--- src/rtl/ctc_pkg.sv ---
// ---------------------------------------------------------------------------
// ctc_pkg: shared definitions for the color threshold centroid block
// Frame geometry, field widths, register indexes, reset values, FSM states.
// ---------------------------------------------------------------------------
`default_nettype none

package ctc_pkg;

    localparam int FRAME_WIDTH  = 480;
    localparam int FRAME_HEIGHT = 272;

    localparam int COL_W = (FRAME_WIDTH  > 1) ? $clog2(FRAME_WIDTH)  : 1;
    localparam int ROW_W = (FRAME_HEIGHT > 1) ? $clog2(FRAME_HEIGHT) : 1;

    localparam int PIX_W   = 8;
    localparam int SUM_W   = 26;
    localparam int CNT_W   = 17;
    localparam int COORD_W = 9;
    localparam int CFG_IDX_W = 2;

    // one quotient bit per step over the whole dividend
    localparam int DIV_STEPS = SUM_W;
    localparam int STEP_W    = $clog2(DIV_STEPS);

    localparam logic [SUM_W-1:0] SUM_MAX   = {SUM_W{1'b1}};
    localparam logic [CNT_W-1:0] COUNT_MAX = {CNT_W{1'b1}};

    localparam logic [CFG_IDX_W-1:0] CFG_RED_MIN   = 2'd0;
    localparam logic [CFG_IDX_W-1:0] CFG_GREEN_MAX = 2'd1;
    localparam logic [CFG_IDX_W-1:0] CFG_BLUE_MAX  = 2'd2;

    localparam logic [PIX_W-1:0] RED_MIN_RESET   = 8'd190;
    localparam logic [PIX_W-1:0] GREEN_MAX_RESET = 8'd60;
    localparam logic [PIX_W-1:0] BLUE_MAX_RESET  = 8'd60;

    localparam logic [COORD_W-1:0] HELD_X_RESET = 9'd240;
    localparam logic [COORD_W-1:0] HELD_Y_RESET = 9'd137;

    typedef enum logic [1:0] {
        ST_IDLE,
        ST_DIV_X,
        ST_DIV_Y,
        ST_EMIT
    } state_t;

endpackage

`default_nettype wire

--- src/rtl/color_threshold_centroid.sv ---
// ---------------------------------------------------------------------------
// color_threshold_centroid: color blob centroid tracker
// Thresholds raster pixels, accumulates matching coordinates and divides the
// sums by the match count once per frame with a shared restoring divider.
// ---------------------------------------------------------------------------
//  channel  dir  handshake              payload
//  pix      in   pix_valid/pix_ready    red, green, blue, last_pixel
//  res      out  res_valid/res_ready    centroid_x, centroid_y, match_total,
//                                       target_found
//  cfg      in   cfg_valid/cfg_ready    cfg_index, cfg_data
//
//  Ordinary pixel: accepted in IDLE, pix_ready stays high.
//  Last pixel with matches: DIV_X, DIV_Y, then EMIT; the single restoring
//  divide step (one quotient bit a cycle) runs for x, then for y.
//  Last pixel without matches: to EMIT. EMIT waits while a result is held.
//  Reset restores thresholds, clears counters, sets the held centroid.
//  cfg_ready is always high.
// ---------------------------------------------------------------------------
`default_nettype none

module color_threshold_centroid (
    input  wire logic                            clk,
    input  wire logic                            rst_n,

    input  wire logic                            pix_valid,
    output logic                                 pix_ready,
    input  wire logic [ctc_pkg::PIX_W-1:0]       red,
    input  wire logic [ctc_pkg::PIX_W-1:0]       green,
    input  wire logic [ctc_pkg::PIX_W-1:0]       blue,
    input  wire logic                            last_pixel,

    output logic                                 res_valid,
    input  wire logic                            res_ready,
    output logic [ctc_pkg::COORD_W-1:0]          centroid_x,
    output logic [ctc_pkg::COORD_W-1:0]          centroid_y,
    output logic [ctc_pkg::CNT_W-1:0]            match_total,
    output logic                                 target_found,

    input  wire logic                            cfg_valid,
    output logic                                 cfg_ready,
    input  wire logic [ctc_pkg::CFG_IDX_W-1:0]   cfg_index,
    input  wire logic [ctc_pkg::PIX_W-1:0]       cfg_data
);

    localparam int COL_W   = ctc_pkg::COL_W;
    localparam int ROW_W   = ctc_pkg::ROW_W;
    localparam int SUM_W   = ctc_pkg::SUM_W;
    localparam int CNT_W   = ctc_pkg::CNT_W;
    localparam int COORD_W = ctc_pkg::COORD_W;
    localparam int STEP_W  = ctc_pkg::STEP_W;

    ctc_pkg::state_t state_reg, state_next;

    logic [ctc_pkg::PIX_W-1:0] red_min_reg, green_max_reg, blue_max_reg;

    logic [COL_W-1:0]   col_reg, col_next;
    logic [ROW_W-1:0]   row_reg, row_next;
    logic [SUM_W-1:0]   csum_reg, csum_next;
    logic [SUM_W-1:0]   rsum_reg, rsum_next;
    logic [CNT_W-1:0]   mcount_reg, mcount_next;

    // divider operands and working state
    logic [SUM_W-1:0]   num_reg, num_next;
    logic [SUM_W-1:0]   rsum_hold_reg, rsum_hold_next;
    logic [CNT_W-1:0]   divisor_reg, divisor_next;
    logic [CNT_W-1:0]   rem_reg, rem_next;
    logic [COORD_W-1:0] quo_reg, quo_next;
    logic [COORD_W-1:0] qx_reg, qx_next;
    logic [STEP_W-1:0]  step_reg, step_next;
    logic               found_pend_reg, found_pend_next;
    logic [CNT_W-1:0]   total_pend_reg, total_pend_next;

    logic [COORD_W-1:0] held_x_reg, held_x_next;
    logic [COORD_W-1:0] held_y_reg, held_y_next;
    logic [CNT_W-1:0]   total_reg, total_next;
    logic               found_reg, found_next;
    logic               res_valid_reg, res_valid_next;

    logic               pix_fire;
    logic               div_step;
    logic               emit_load;
    logic               step_last;

    logic               hit;
    logic               room;
    logic [SUM_W:0]     csum_add, rsum_add;
    logic [SUM_W-1:0]   csum_upd, rsum_upd;
    logic [CNT_W-1:0]   mcount_upd;

    logic [CNT_W:0]     rem_shift;
    logic [CNT_W:0]     rem_diff;
    logic               rem_ge;

    assign cfg_ready    = 1'b1;
    assign res_valid    = res_valid_reg;
    assign centroid_x   = held_x_reg;
    assign centroid_y   = held_y_reg;
    assign match_total  = total_reg;
    assign target_found = found_reg;

    assign pix_fire  = pix_valid && pix_ready;
    assign step_last = (step_reg == STEP_W'(ctc_pkg::DIV_STEPS - 1));

    // pixel test and guarded accumulation
    always_comb
    begin
        hit = (red > red_min_reg) && (green < green_max_reg) && (blue < blue_max_reg);
        csum_add = {1'b0, csum_reg} + (SUM_W+1)'(col_reg);
        rsum_add = {1'b0, rsum_reg} + (SUM_W+1)'(row_reg);
        room = (mcount_reg < ctc_pkg::COUNT_MAX)
            && (csum_add <= {1'b0, ctc_pkg::SUM_MAX})
            && (rsum_add <= {1'b0, ctc_pkg::SUM_MAX});
        if (hit && room)
        begin
            csum_upd   = csum_add[SUM_W-1:0];
            rsum_upd   = rsum_add[SUM_W-1:0];
            mcount_upd = mcount_reg + CNT_W'(1);
        end
        else
        begin
            csum_upd   = csum_reg;
            rsum_upd   = rsum_reg;
            mcount_upd = mcount_reg;
        end
    end

    // shared restoring divide step
    always_comb
    begin
        rem_shift = {rem_reg, num_reg[SUM_W-1]};
        rem_diff  = rem_shift - {1'b0, divisor_reg};
        rem_ge    = (rem_shift >= {1'b0, divisor_reg});
    end

    // next state
    always_comb
    begin
        state_next = state_reg;
        case (state_reg)
            ctc_pkg::ST_IDLE:
            begin
                if (pix_fire && last_pixel)
                begin
                    if (mcount_upd != '0)
                        state_next = ctc_pkg::ST_DIV_X;
                    else
                        state_next = ctc_pkg::ST_EMIT;
                end
            end
            ctc_pkg::ST_DIV_X:
            begin
                if (step_last)
                    state_next = ctc_pkg::ST_DIV_Y;
            end
            ctc_pkg::ST_DIV_Y:
            begin
                if (step_last)
                    state_next = ctc_pkg::ST_EMIT;
            end
            ctc_pkg::ST_EMIT:
            begin
                if (!res_valid_reg || res_ready)
                    state_next = ctc_pkg::ST_IDLE;
            end
            default:
                state_next = ctc_pkg::ST_IDLE;
        endcase
    end

    // FSM outputs
    always_comb
    begin
        pix_ready = 1'b0;
        div_step  = 1'b0;
        emit_load = 1'b0;
        case (state_reg)
            ctc_pkg::ST_IDLE:  pix_ready = 1'b1;
            ctc_pkg::ST_DIV_X: div_step  = 1'b1;
            ctc_pkg::ST_DIV_Y: div_step  = 1'b1;
            ctc_pkg::ST_EMIT:  emit_load = !res_valid_reg || res_ready;
            default:
            begin
                pix_ready = 1'b0;
            end
        endcase
    end

    // datapath next values
    always_comb
    begin
        col_next        = col_reg;
        row_next        = row_reg;
        csum_next       = csum_reg;
        rsum_next       = rsum_reg;
        mcount_next     = mcount_reg;
        num_next        = num_reg;
        rsum_hold_next  = rsum_hold_reg;
        divisor_next    = divisor_reg;
        rem_next        = rem_reg;
        quo_next        = quo_reg;
        qx_next         = qx_reg;
        step_next       = step_reg;
        found_pend_next = found_pend_reg;
        total_pend_next = total_pend_reg;
        held_x_next     = held_x_reg;
        held_y_next     = held_y_reg;
        total_next      = total_reg;
        found_next      = found_reg;
        res_valid_next  = res_valid_reg;

        if (res_valid_reg && res_ready)
            res_valid_next = 1'b0;

        if (pix_fire)
        begin
            if (last_pixel)
            begin
                // hand the frame totals to the divider, restart the frame
                num_next        = csum_upd;
                rsum_hold_next  = rsum_upd;
                divisor_next    = mcount_upd;
                found_pend_next = (mcount_upd != '0);
                total_pend_next = mcount_upd;
                rem_next        = '0;
                quo_next        = '0;
                step_next       = '0;
                col_next        = '0;
                row_next        = '0;
                csum_next       = '0;
                rsum_next       = '0;
                mcount_next     = '0;
            end
            else
            begin
                csum_next   = csum_upd;
                rsum_next   = rsum_upd;
                mcount_next = mcount_upd;
                if (col_reg == COL_W'(ctc_pkg::FRAME_WIDTH - 1))
                begin
                    col_next = '0;
                    if (row_reg == ROW_W'(ctc_pkg::FRAME_HEIGHT - 1))
                        row_next = '0;
                    else
                        row_next = row_reg + ROW_W'(1);
                end
                else
                begin
                    col_next = col_reg + COL_W'(1);
                end
            end
        end

        if (div_step)
        begin
            num_next  = {num_reg[SUM_W-2:0], 1'b0};
            rem_next  = rem_ge ? rem_diff[CNT_W-1:0] : rem_shift[CNT_W-1:0];
            quo_next  = {quo_reg[COORD_W-2:0], rem_ge};
            step_next = step_reg + STEP_W'(1);
            if (step_last && (state_reg == ctc_pkg::ST_DIV_X))
            begin
                qx_next   = {quo_reg[COORD_W-2:0], rem_ge};
                num_next  = rsum_hold_reg;
                rem_next  = '0;
                quo_next  = '0;
                step_next = '0;
            end
        end

        if (emit_load)
        begin
            if (found_pend_reg)
            begin
                held_x_next = qx_reg;
                held_y_next = quo_reg;
            end
            total_next     = total_pend_reg;
            found_next     = found_pend_reg;
            res_valid_next = 1'b1;
        end
    end

    always_ff @(posedge clk or negedge rst_n)
    begin
        if (!rst_n)
        begin
            state_reg     <= ctc_pkg::ST_IDLE;
            red_min_reg   <= ctc_pkg::RED_MIN_RESET;
            green_max_reg <= ctc_pkg::GREEN_MAX_RESET;
            blue_max_reg  <= ctc_pkg::BLUE_MAX_RESET;
            col_reg       <= '0;
            row_reg       <= '0;
            csum_reg      <= '0;
            rsum_reg      <= '0;
            mcount_reg    <= '0;
            step_reg      <= '0;
            held_x_reg    <= ctc_pkg::HELD_X_RESET;
            held_y_reg    <= ctc_pkg::HELD_Y_RESET;
            res_valid_reg <= 1'b0;
        end
        else
        begin
            state_reg     <= state_next;
            col_reg       <= col_next;
            row_reg       <= row_next;
            csum_reg      <= csum_next;
            rsum_reg      <= rsum_next;
            mcount_reg    <= mcount_next;
            step_reg      <= step_next;
            held_x_reg    <= held_x_next;
            held_y_reg    <= held_y_next;
            res_valid_reg <= res_valid_next;
            if (cfg_valid && cfg_ready)
            begin
                case (cfg_index)
                    ctc_pkg::CFG_RED_MIN:   red_min_reg   <= cfg_data;
                    ctc_pkg::CFG_GREEN_MAX: green_max_reg <= cfg_data;
                    ctc_pkg::CFG_BLUE_MAX:  blue_max_reg  <= cfg_data;
                    default:
                    begin
                        red_min_reg <= red_min_reg;
                    end
                endcase
            end
        end
    end

    // payload registers, no reset
    always_ff @(posedge clk)
    begin
        num_reg        <= num_next;
        rsum_hold_reg  <= rsum_hold_next;
        divisor_reg    <= divisor_next;
        rem_reg        <= rem_next;
        quo_reg        <= quo_next;
        qx_reg         <= qx_next;
        found_pend_reg <= found_pend_next;
        total_pend_reg <= total_pend_next;
        total_reg      <= total_next;
        found_reg      <= found_next;
    end

`ifndef NO_ASSERTIONS
    a_last_blocks: assert property (@(posedge clk) disable iff (!rst_n)
        (pix_fire && last_pixel) |=> !pix_ready)
        else $error("pixel accepted right after last pixel");

    a_rem_below_divisor: assert property (@(posedge clk) disable iff (!rst_n)
        div_step |-> (rem_reg < divisor_reg))
        else $error("divider remainder not below divisor");

    a_div_nonzero: assert property (@(posedge clk) disable iff (!rst_n)
        div_step |-> (divisor_reg != '0))
        else $error("divide by zero count");

    a_found_count: assert property (@(posedge clk) disable iff (!rst_n)
        (res_valid && target_found) |-> (match_total != '0))
        else $error("target found with zero matches");

    a_col_range: assert property (@(posedge clk) disable iff (!rst_n)
        col_reg <= COL_W'(ctc_pkg::FRAME_WIDTH - 1))
        else $error("column counter out of range");
`endif

endmodule

`default_nettype wire
--- config.mk ---
export PLATFORM = sky130hd
export DESIGN_NAME = color_threshold_centroid
export DESIGN_NICKNAME = d
export VERILOG_FILES = /design/src/rtl/ctc_pkg.sv /design/src/rtl/color_threshold_centroid.sv
export SDC_FILE = /design/constraint.sdc
export NUM_CORES = 1
export LEC_CHECK = 0
export ABC_AREA = 1
export CAP_MARGIN = 20
export CELL_PAD_IN_SITES_DETAIL_PLACEMENT = 1
export CELL_PAD_IN_SITES_GLOBAL_PLACEMENT = 1
export CORE_MARGIN = 1.5
export CORE_UTILIZATION = 50
export DETAILED_ROUTE_END_ITERATION = 7
export DONT_BUFFER_PORTS = 1
export PLACE_DENSITY = 0.89
export SYNTH_ARGS = -nofsm -noshare
export SYNTH_HDL_FRONTEND = slang
export SYNTH_SLANG_ARGS = --single-unit
--- constraint.sdc ---
create_clock -name clk -period 5.78 [get_ports clk]
set_input_delay 0.578 -clock clk [delete_from_list [all_inputs] [get_ports clk]]
set_output_delay 0.578 -clock clk [all_outputs]
set_load 0.01 [all_outputs]
; Yosys cells after proc, flatten, opt, wreduce, memory -nomap -nowiden
; Cells that the tools add are included.
; Widths: inputs -> output; s select.
[totals]
reg_bits = 260
in_bits = 40
out_inout_bits = 39
word_cells = 115
[classes]
add_sub_neg = 7
magnitude_cmp = 7
n_eq_ne = 12
mux = 39
n_reduce_logical = 28
[op_table]
columns = cell, count
row1 = $mux 26, 8
row2 = $mux 17, 7
row3 = $mux 9, 9
row4 = $add 26x9->27, 2
row5 = $le 27x26->1 const B, 2
row6 = $mux 5, 4
row7 = $add 9x1->9 const B, 2
row8 = $eq 9x9->1 const B, 2
row9 = $ge 18x17->1, 1
row10 = $add 17x1->17 const B, 1
row11 = $lt 17x17->1 const B, 1
row12 = $reduce_bool 17->1, 1
row13 = $sub 17x17->17, 1
row14 = $lt 8x8->1, 2
row15 = $reduce_and 2->1, 8
row16 = $mux 2, 5
row17 = $logic_and 1x1->1, 9
row18 = $gt 8x8->1, 1
row19 = $ne 2x2->1 const B, 4
row20 = $pmux 2 s4, 1
row21 = $reduce_bool 2->1, 4
row22 = $eq 2x2->1 const B, 3
row23 = $add 5x1->5 const B, 1
row24 = $eq 5x5->1 const B, 1
row25 = 7 further kinds, 13

; Logic depth before layout (Yosys ltp)
; Gate-level depths: netlist (run 1).
[logic_depth]
depth_word = 10
depth_mapped = 22
depth_no_buf = 21

; Worst setup path after synthesis (run 1)
; Ideal clock, no wire load.
[synth_timing]
kind = reg-to-reg
startpoint = register state_reg[0]
endpoint = register step_reg[3]
t_arrival_ps = 4773
setup_slack_ps = 880
stages_incl_launch_ff = 9
synth_period_minus_slack_ps = 4900
cell_sequence = dfrtp_1 > inv_1 > ha_1 > nand2_1 > nor2_1 > nor2_1 > inv_1 > and3_1 > nor3_1
[synth_via]
elab_chain_cells = 5
elab_cells_between_ends = 13
[synth_lines]
columns = item, line_no
row1 = start: declaration, color_threshold_centroid.sv:52  ; ctc_pkg::state_t state_reg, state_next;
row2 = start signal: assignment, color_threshold_centroid.sv:286  ; state_reg <= ctc_pkg::ST_IDLE;
row3 = start signal: assignment, color_threshold_centroid.sv:302  ; state_reg <= state_next;
row4 = $logic_not 2->1, color_threshold_centroid.sv:176  ; case (state_reg)
row5 = $mux 1, color_threshold_centroid.sv:176
row6 = named net pix_ready, color_threshold_centroid.sv:26  ; output logic pix_ready,
row7 = $logic_and 1x1->1, color_threshold_centroid.sv:101  ; assign pix_fire = pix_valid && pix_ready;
row8 = $reduce_bool 2->1 (no source line), n/a
row9 = $reduce_and 2->1 (no source line), n/a
row10 = end signal: assignment, color_threshold_centroid.sv:308  ; step_reg <= step_next;
row11 = end: declaration, color_threshold_centroid.sv:69  ; logic [STEP_W-1:0] step_reg, step_next;
; The timed path passes the listed nets, and every way through them passes these cells.
; A chain may end at the register's enable or synchronous reset.

; Worst setup path in the final report (run 1)
[layout_timing]
startpoint = register col_reg[0]
endpoint = register rsum_hold_reg[22], data pin
[layout_via]
elab_chain_cells = 6
[layout_lines]
columns = item, line_no
row1 = start: declaration, color_threshold_centroid.sv:56  ; logic [COL_W-1:0] col_reg, col_next;
row2 = start signal: assignment, color_threshold_centroid.sv:303  ; col_reg <= col_next;
row3 = $add 26x9->27, color_threshold_centroid.sv:108  ; csum_add = {1'b0, csum_reg} + (SUM_W+1)'(col_reg);
row4 = $le 27x26->1, color_threshold_centroid.sv:111  ; && (csum_add <= {1'b0, ctc_pkg::SUM_MAX})
row5 = $logic_and 1x1->1, color_threshold_centroid.sv:111
row6 = $logic_and 1x1->1, color_threshold_centroid.sv:112  ; && (rsum_add <= {1'b0, ctc_pkg::SUM_MAX});
row7 = $logic_and 1x1->1, color_threshold_centroid.sv:113  ; if (hit && room)
row8 = $mux 26, color_threshold_centroid.sv:113
row9 = named net rsum_upd[22], color_threshold_centroid.sv:87  ; logic [SUM_W-1:0] csum_upd, rsum_upd;
row10 = end signal: assignment, color_threshold_centroid.sv:331  ; rsum_hold_reg <= rsum_hold_next;
row11 = end: declaration, color_threshold_centroid.sv:64  ; logic [SUM_W-1:0] rsum_hold_reg, rsum_hold_next;
; The timed path passes the listed nets, and every way through them passes these cells.

==> results of run 1 <==
[stage by stage]
step	power, W	instances	instance area, sq um	setup slack, ps
2_1_floorplan	0.003255	1541	13980	880.0
3_3_place_gp	0.003511	1887	14350	2521
3_5_place_dp	0.003622	1887	14350	2351
4_1_cts	0.005601	1942	15370	2244
5_1_grt	0.005844	1942	15370	1947
6_report	0.005598	1942	15370	2222
[worst paths after layout]
kind | start | endpoint | slack [ps] | cells after the start
setup / recovery | col_reg[0] | rsum_hold_reg[22] | 2220 | 13
hold / removal | rst_n | step_reg[3] | 3 | 1
setup reg to reg | col_reg[0] | rsum_hold_reg[22] | 2220 | 13
hold reg to reg | found_pend_reg | target_found | 450 | 0
max in group asynchronous | rst_n | blue_max_reg[0] | 5180 | 1
min in group clk | cfg_data[4] | blue_max_reg[4] | 200 | 2
[routing by layer]
layer | global-route usage (%) | vias up | share of wire [%]
li1 | - | 5159 | -
met1 | 33.34 | 5599 | 40
met2 | 50.68 | 368 | 51
met3 | 4.791 | 116 | 5.4
met4 | 12.04 | 0 | 4.2
met5 | 0 | - | 0
[cell usage in the layout, fill, tap and decap left out, types with 29 or more instances in the layout]
| cell type | Yosys | final |
|---|---|---|
| a21oi_1 | 73 | 72 |
| clkbuf_16 | 0 | 29 |
| dfrtp_1 | 116 | 116 |
| edfxtp_1 | 123 | 123 |
| ha_1 | 66 | 66 |
| inv_1 | 204 | 203 |
| nand2_1 | 328 | 328 |
| nand3_1 | 40 | 40 |
| nor2_1 | 90 | 87 |
| nor3_1 | 44 | 44 |
| o21ai_0 | 159 | 159 |
| xor2_1 | 65 | 65 |
[synth_stat cells, types with 3 or more instances]
| master | number | area, sq um |
|---|---|---|
| nor4_1 | 7 | 43.79 |
| inv_2 | 6 | 22.52 |
| dfrtp_1 | 116 | 2903 |
| a22oi_1 | 20 | 150.1 |
| a31oi_1 | 3 | 18.77 |
| o21ai_1 | 11 | 55.05 |
| xnor2_1 | 6 | 52.55 |
| nor3_2 | 4 | 40.04 |
| dfstp_2 | 21 | 551.8 |
| nor2_1 | 90 | 337.8 |
| o21bai_1 | 3 | 22.52 |
| nand3b_1 | 3 | 22.52 |
| mux2_2 | 10 | 112.6 |
| nand2_1 | 328 | 1231 |
| buf_2 | 3 | 15.01 |
| o211ai_1 | 7 | 52.55 |
| o21ai_0 | 159 | 795.8 |
| edfxtp_1 | 123 | 3694 |
| nor3b_1 | 3 | 22.52 |
| a22o_1 | 6 | 52.55 |
| buf_6 | 4 | 45.04 |
| ha_1 | 66 | 825.8 |
| nand4_1 | 14 | 87.58 |
| or2_2 | 4 | 25.02 |
| a21oi_1 | 73 | 365.4 |
| xor2_1 | 65 | 569.3 |
| inv_1 | 204 | 765.7 |
| clkbuf_1 | 35 | 131.4 |
| nor3_1 | 44 | 220.2 |
| fa_1 | 3 | 60.06 |
| nor2_2 | 4 | 25.02 |
| nand3_1 | 40 | 200.2 |
| o22ai_1 | 20 | 125.1 |
| a21o_1 | 4 | 30.03 |
[timing repair]
action                                 in CTS  in global routing
hold buffers                                1                  0
endpoints found under the hold margin     137                  0
setup buffers                               0                  0
[layout make-up]
cell class                      instances  area [sq um]
Clock inverter                         10         143.9
Fill cell                            3190         12260
Multi-Input combinational cell       1026          5851
Clock buffer                           44         852.1
Sequential cell                       260          7148
Inverter                              212         795.8
Tap cell                              378         473.0
Timing Repair Buffer                   12         110.1
[cell families (layout without fill, tap and decap cells)]
group                    count (synthesis)  in the layout  share of synthesized area [%]
buffers and inverters                  255            278                          7.117
flip-flops                             260            260                          51.14
adder cells (fa/ha/maj)                 69             69                          6.338
other                                    1              1                        0.02683
AND/OR/NAND/NOR                        553            553                          17.18
AO/OA/AOI/OAI                          321            321                          12.83
XOR/XNOR                                72             72                          4.565
multiplexers                            10             10                         0.8057
[where the power goes]
group          total (W)  internal [W]  switching, W
combinational    0.00128      0.000384      0.000895
sequential       0.00238       0.00224      0.000147
clock            0.00193       0.00115      0.000782
total            0.00560       0.00377       0.00183
==> summary.txt, run 1 <==
Detailed routing
  • Drt pass-1 iters: 5
  • Wire per inst: 20.49 um
  • Via count: 11.24k
  • Remaining antenna violation count: 0
  • Iteration-0 DRC Markers: 785
  • Via density: 5.789
  • Final WL: 39,790 um
  • DRC errors left: 0

Global routing
  • Largest net degree at the start of global routing: 138
  • First-pass GRT wire length: 64,520 um
  • Vias in the first global route: 12.47k
  • Gr usage total: 28.26%
  • Grt ovf: 0
  • Initial antenna violation count: 0

CTS
  • Worst-Skew Late Latency: 570 ps
  • H-Tree Depth: 1
  • Clk root buf: clkbuf_16
  • CTS tree: yes
  • Post-cts sizing count: 0
  • Clock slew at reported path FFs: 60 ps
  • Clock Tree Buf Depth: 3
  • Num CTS Buffers: 29
  • Clk sinks: 260

Critical path
  • Crit path cell chain: ha_1 -> fa_1 -> nand3_1 -> nand3_2 -> nand2_1 -> nand3_4 -> nor2_8 -> nand2_1 -> nor2_2 -> nand2_1 -> nor2_1 -> xor2_1 -> inv_1
  • Worst stage delay on the critical path: 520 ps
  • CP Buf/Inv Count: 1
  • CP most frequent cell: nand2_1
  • Startpoint Class: flip-flop
  • CP endpoint kind: flip-flop
  • Setup CP Type: reg -> reg
  • CP delay by family, top: simple AND/OR/NAND/NOR gates
  • CP Data Required Time: 6100 ps
  • CP max stage cell: nor2_8
  • Crit path max fanout: 42
  • Crit path DAT: 3880 ps

Timing
  • Final Max Slew Viols: 0
  • Period minus WS final: 3558 ps
  • RSZ-0062 raised after global routing: no
  • Final Hold Fails: 0
  • Count of final setup violators: 0
  • Final setup skew: 21.41 ps
  • Final setup TNS: 0 ps
  • Fmax: 0.2811 GHz
  • Fin crit share: 61.55%
  • Slew @ Worst Pin: 1080 ps
  • Slew headroom: 28.01%
  • WHS: 2.834 ps

Place
  • PortBufs: 0
  • GP Congestion: 0.8774
  • HPWL after DPL: 27,100 um

Floorplan
  • Die Y: 170.2 um
  • Initial Utilization: 50.59%
  • Die W: 170.2 um
  • Num rows: 61
  • Die Area: 28,970 sq um
  • Std-Cell Core Area: 27,630 sq um
  • # IOs: 79

Layout
  • Area grow syn2layout: 9.990%
  • # nets final: 1,650
  • Post-layout util: 55.64%
  • Diodes inserted: 0
  • Share of cells above drive strength 1: 7.864%

Synth
  • EDFF count, synth: 123
  • Register area share after synthesis: 51.14%
  • Cell variety after synth: 57
  • Avg Cell Area, Syn: 9.070 sq um
  • Ys flop type: edfxtp_1
  • Synthesized Nets: 1,650
  • #FFs+latches synth: 260
  • Synth warn: 0
  • Post-synthesis cell area: 13,980 sq um
  • Ys async rst share: 52.69%
  • Post-Synthesis Cells: 1,541

Status
  • Status: complete, no violations

Pwr
  • Worst IR Drop VDD: 0.2160 mV
  • Leak: 6.730 nW
  • Power per cell area: 364.2 nW/um^2

Hold path
  • Worst hold path class: in -> async

Run
  • Max-cap viol count: 0
No activity file was read; power rests on OpenSTA's default activity.
==> run 2, diff against run 1 <==
==> constraint.sdc (replaced) <==
create_clock -name clk -period 3.6 [get_ports clk]
set_input_delay 0.36 -clock clk [delete_from_list [all_inputs] [get_ports clk]]
set_output_delay 0.36 -clock clk [all_outputs]
set_load 0.01 [all_outputs]
==> summary.txt, run 2 (synthesis gave the netlist of run 1 again) <==
Timing
  • Final setup TNS: 0 ps
  • Final Max Slew Viols: 0
  • Final setup skew: 12.99 ps
  • Slew headroom: 41.32%
  • Fmax: 0.3080 GHz
  • Fin crit share: 90.19%
  • RSZ-0062 raised after global routing: no
  • Period minus WS final: 3247 ps
  • Setup slack after layout: 353.3 ps
  • Count of final setup violators: 0
  • Final Hold Fails: 0
  • Slew @ Worst Pin: 878.0 ps

Detailed routing
  • Drt pass-1 iters: 5
  • Via count: 11.58k
  • Wire per inst: 21.93 um
  • Remaining antenna violation count: 0
  • DRC errors left: 0
  • Via density: 5.907
  • Iteration-0 DRC Markers: 792
  • Final WL: 42,990 um

Global routing
  • First-pass GRT wire length: 69,810 um
  • Vias in the first global route: 12.80k
  • Largest net degree at the start of global routing: 138
  • Gr usage total: 30.78%
  • Grt ovf: 0
  • Initial antenna violation count: 0

Pwr
  • Register share of total power: 41.3%
  • Int Pwr: 0.006187 W
  • Combinational share of power: 23.9%
  • Leak: 6.841 nW
  • P_sw: 0.003092 W
  • Power per cell area: 595.6 nW/um^2
  • Sw frac: 33.33%
  • Worst IR Drop VDD: 0.3603 mV
  • Clock power frac: 34.8%

Layout
  • Diodes inserted: 0
  • Share of cells above drive strength 1: 8.660%
  • # nets final: 1,668
  • Final Cell Area: 15,580 sq um
  • Most frequent cells in the layout: nand2_1 (328), inv_1 (203), o21ai_0 (159), edfxtp_1 (123), dfrtp_1 (116)
  • Register Area: 7148 sq um
  • Area grow syn2layout: 11.47%
  • Commonest non-fill, non-tap cell in the layout: nand2_1
  • # fillers: 3,155
  • Multi-input logic area: 5851 sq um

Place
  • DP Worst Slack: 456.0 ps
  • Placed standard-cell area: 14,460 sq um
  • GP Congestion: 0.9048
  • PortBufs: 0
  • HPWL after DPL: 28,990 um

CTS
  • Hold_buf cts: 8
  • CTS tree: yes
  • Setup bufs post-CTS: 0
  • H-Tree Depth: 1
  • Clock Tree Buf Depth: 3
  • Clk sinks: 260
  • Clock slew at reported path FFs: 60 ps
  • Worst-Skew Late Latency: 560 ps
  • Clk root buf: clkbuf_16
  • Post-cts sizing count: 0
  • Num CTS Buffers: 29

Status
  • Status: complete, no violations

Critical path
  • Startpoint Class: flip-flop
  • CP endpoint kind: flip-flop
  • CP most frequent cell: nand2_1
  • CP max stage cell: dfstp_2
  • CP delay by family, top: simple AND/OR/NAND/NOR gates
  • R2r setup slk: 350 ps
  • Crit path cell chain: inv_1 -> ha_1 -> nand2_1 -> nand2_1 -> nand2_1 -> nand2_1 -> nand2_1 -> a21oi_1 -> nand3_1 -> nor2_8 -> buf_4 -> nand2_1 -> nand2_1 -> nor2_1 -> nand3_1 -> nor2_1 -> nand2_1 -> nand2_1 -> nand2_1 -> nand2_1
  • Setup CP Type: reg -> reg
  • CP Data Required Time: 4050 ps
  • CP Buf/Inv Count: 2
  • Crit path DAT: 3700 ps
  • Crit path max fanout: 22
  • Worst stage delay on the critical path: 530 ps

Floorplan
  • Initial Utilization: 50.59%
  • Die W: 170.2 um
  • Die Y: 170.2 um
  • # IOs: 79
  • Die Area: 28,970 sq um
  • Num rows: 61
  • Std-Cell Core Area: 27,630 sq um

Run
  • Max-cap viol count: 0

Hold path
  • Worst hold path class: in -> reg
-- run 2: cell count changes in the layout (fill, tap and decap cells not counted), moves of 2 or more --
| cell | previous run | this run |
|---|---|---|
| buf_4 | 11 | 20 |
| dlygate4sd3_1 | 0 | 7 |
| inv_6 | 0 | 4 |
| clkbuf_1 | 8 | 5 |
| clkbuf_8 | 7 | 4 |
| buf_12 | 0 | 2 |
| bufinv_16 | 3 | 5 |
-- run 2: final timing paths --
path	start	to	depth (start not counted)
setup / recovery	red_min_reg[1]	state_reg[1]	20
hold / removal	cfg_data[2]	blue_max_reg[2]	2
setup reg to reg	red_min_reg[1]	state_reg[1]	20
hold reg to reg	quo_reg[4]	qx_reg[5]	0
max in group asynchronous	rst_n	mcount_reg[12]	2
min in group asynchronous	rst_n	centroid_x[1]	2
-- run 2: final cells by class --
type	count	share of cell area (%)
Clock buffer	38	5.132
Multi-Input combinational cell	1026	37.55
Tap cell	378	3.036
Timing Repair Buffer	30	1.847
Clock inverter	16	1.446
Sequential cell	260	45.88
Inverter	212	5.108
-- run 2: per-layer routing --
metal,track usage (%),vias up,wire [um]
li1,-,5211,-
met1,35.95,5790,16480
met2,55.65,448,21950
met3,5.535,129,2806
met4,12.58,0,1757
met5,0,-,0
-- run 2: power groups by stage --
stage	registers, W	logic (W)	clock network, W
after floorplan	0.00379	0.00144	0
after global placement	0.00383	0.00186	0
after detailed placement	0.00387	0.00206	0
after CTS	0.00383	0.00219	0.00325
after global routing	0.00386	0.00244	0.00335
final	0.00384	0.00222	0.00323
-- run 2: stage by stage --
stage / hold slack, ps / cells / utilization, % / power [W]
final: 4.357 / 1960 / 56.39 / 0.009279
after global placement: 73.95 / 1898 / 52.33 / 0.005697
after floorplan: 64.41 / 1541 / - / 0.005226
after global routing: 27.80 / 1960 / 56.39 / 0.009658
after CTS: 6.620 / 1960 / 56.39 / 0.009263
after detailed placement: 67.22 / 1898 / 52.33 / 0.005927
-- run 2: worst reg2reg max path: cells and delay by family (launching register included) --
kind                     cells  cell delay, ps
AO/OA/AOI/OAI                1             210
flip-flops                   1             530
AND/OR/NAND/NOR             16            1700
buffers and inverters        2             370
adder cells (fa/ha/maj)      1             320
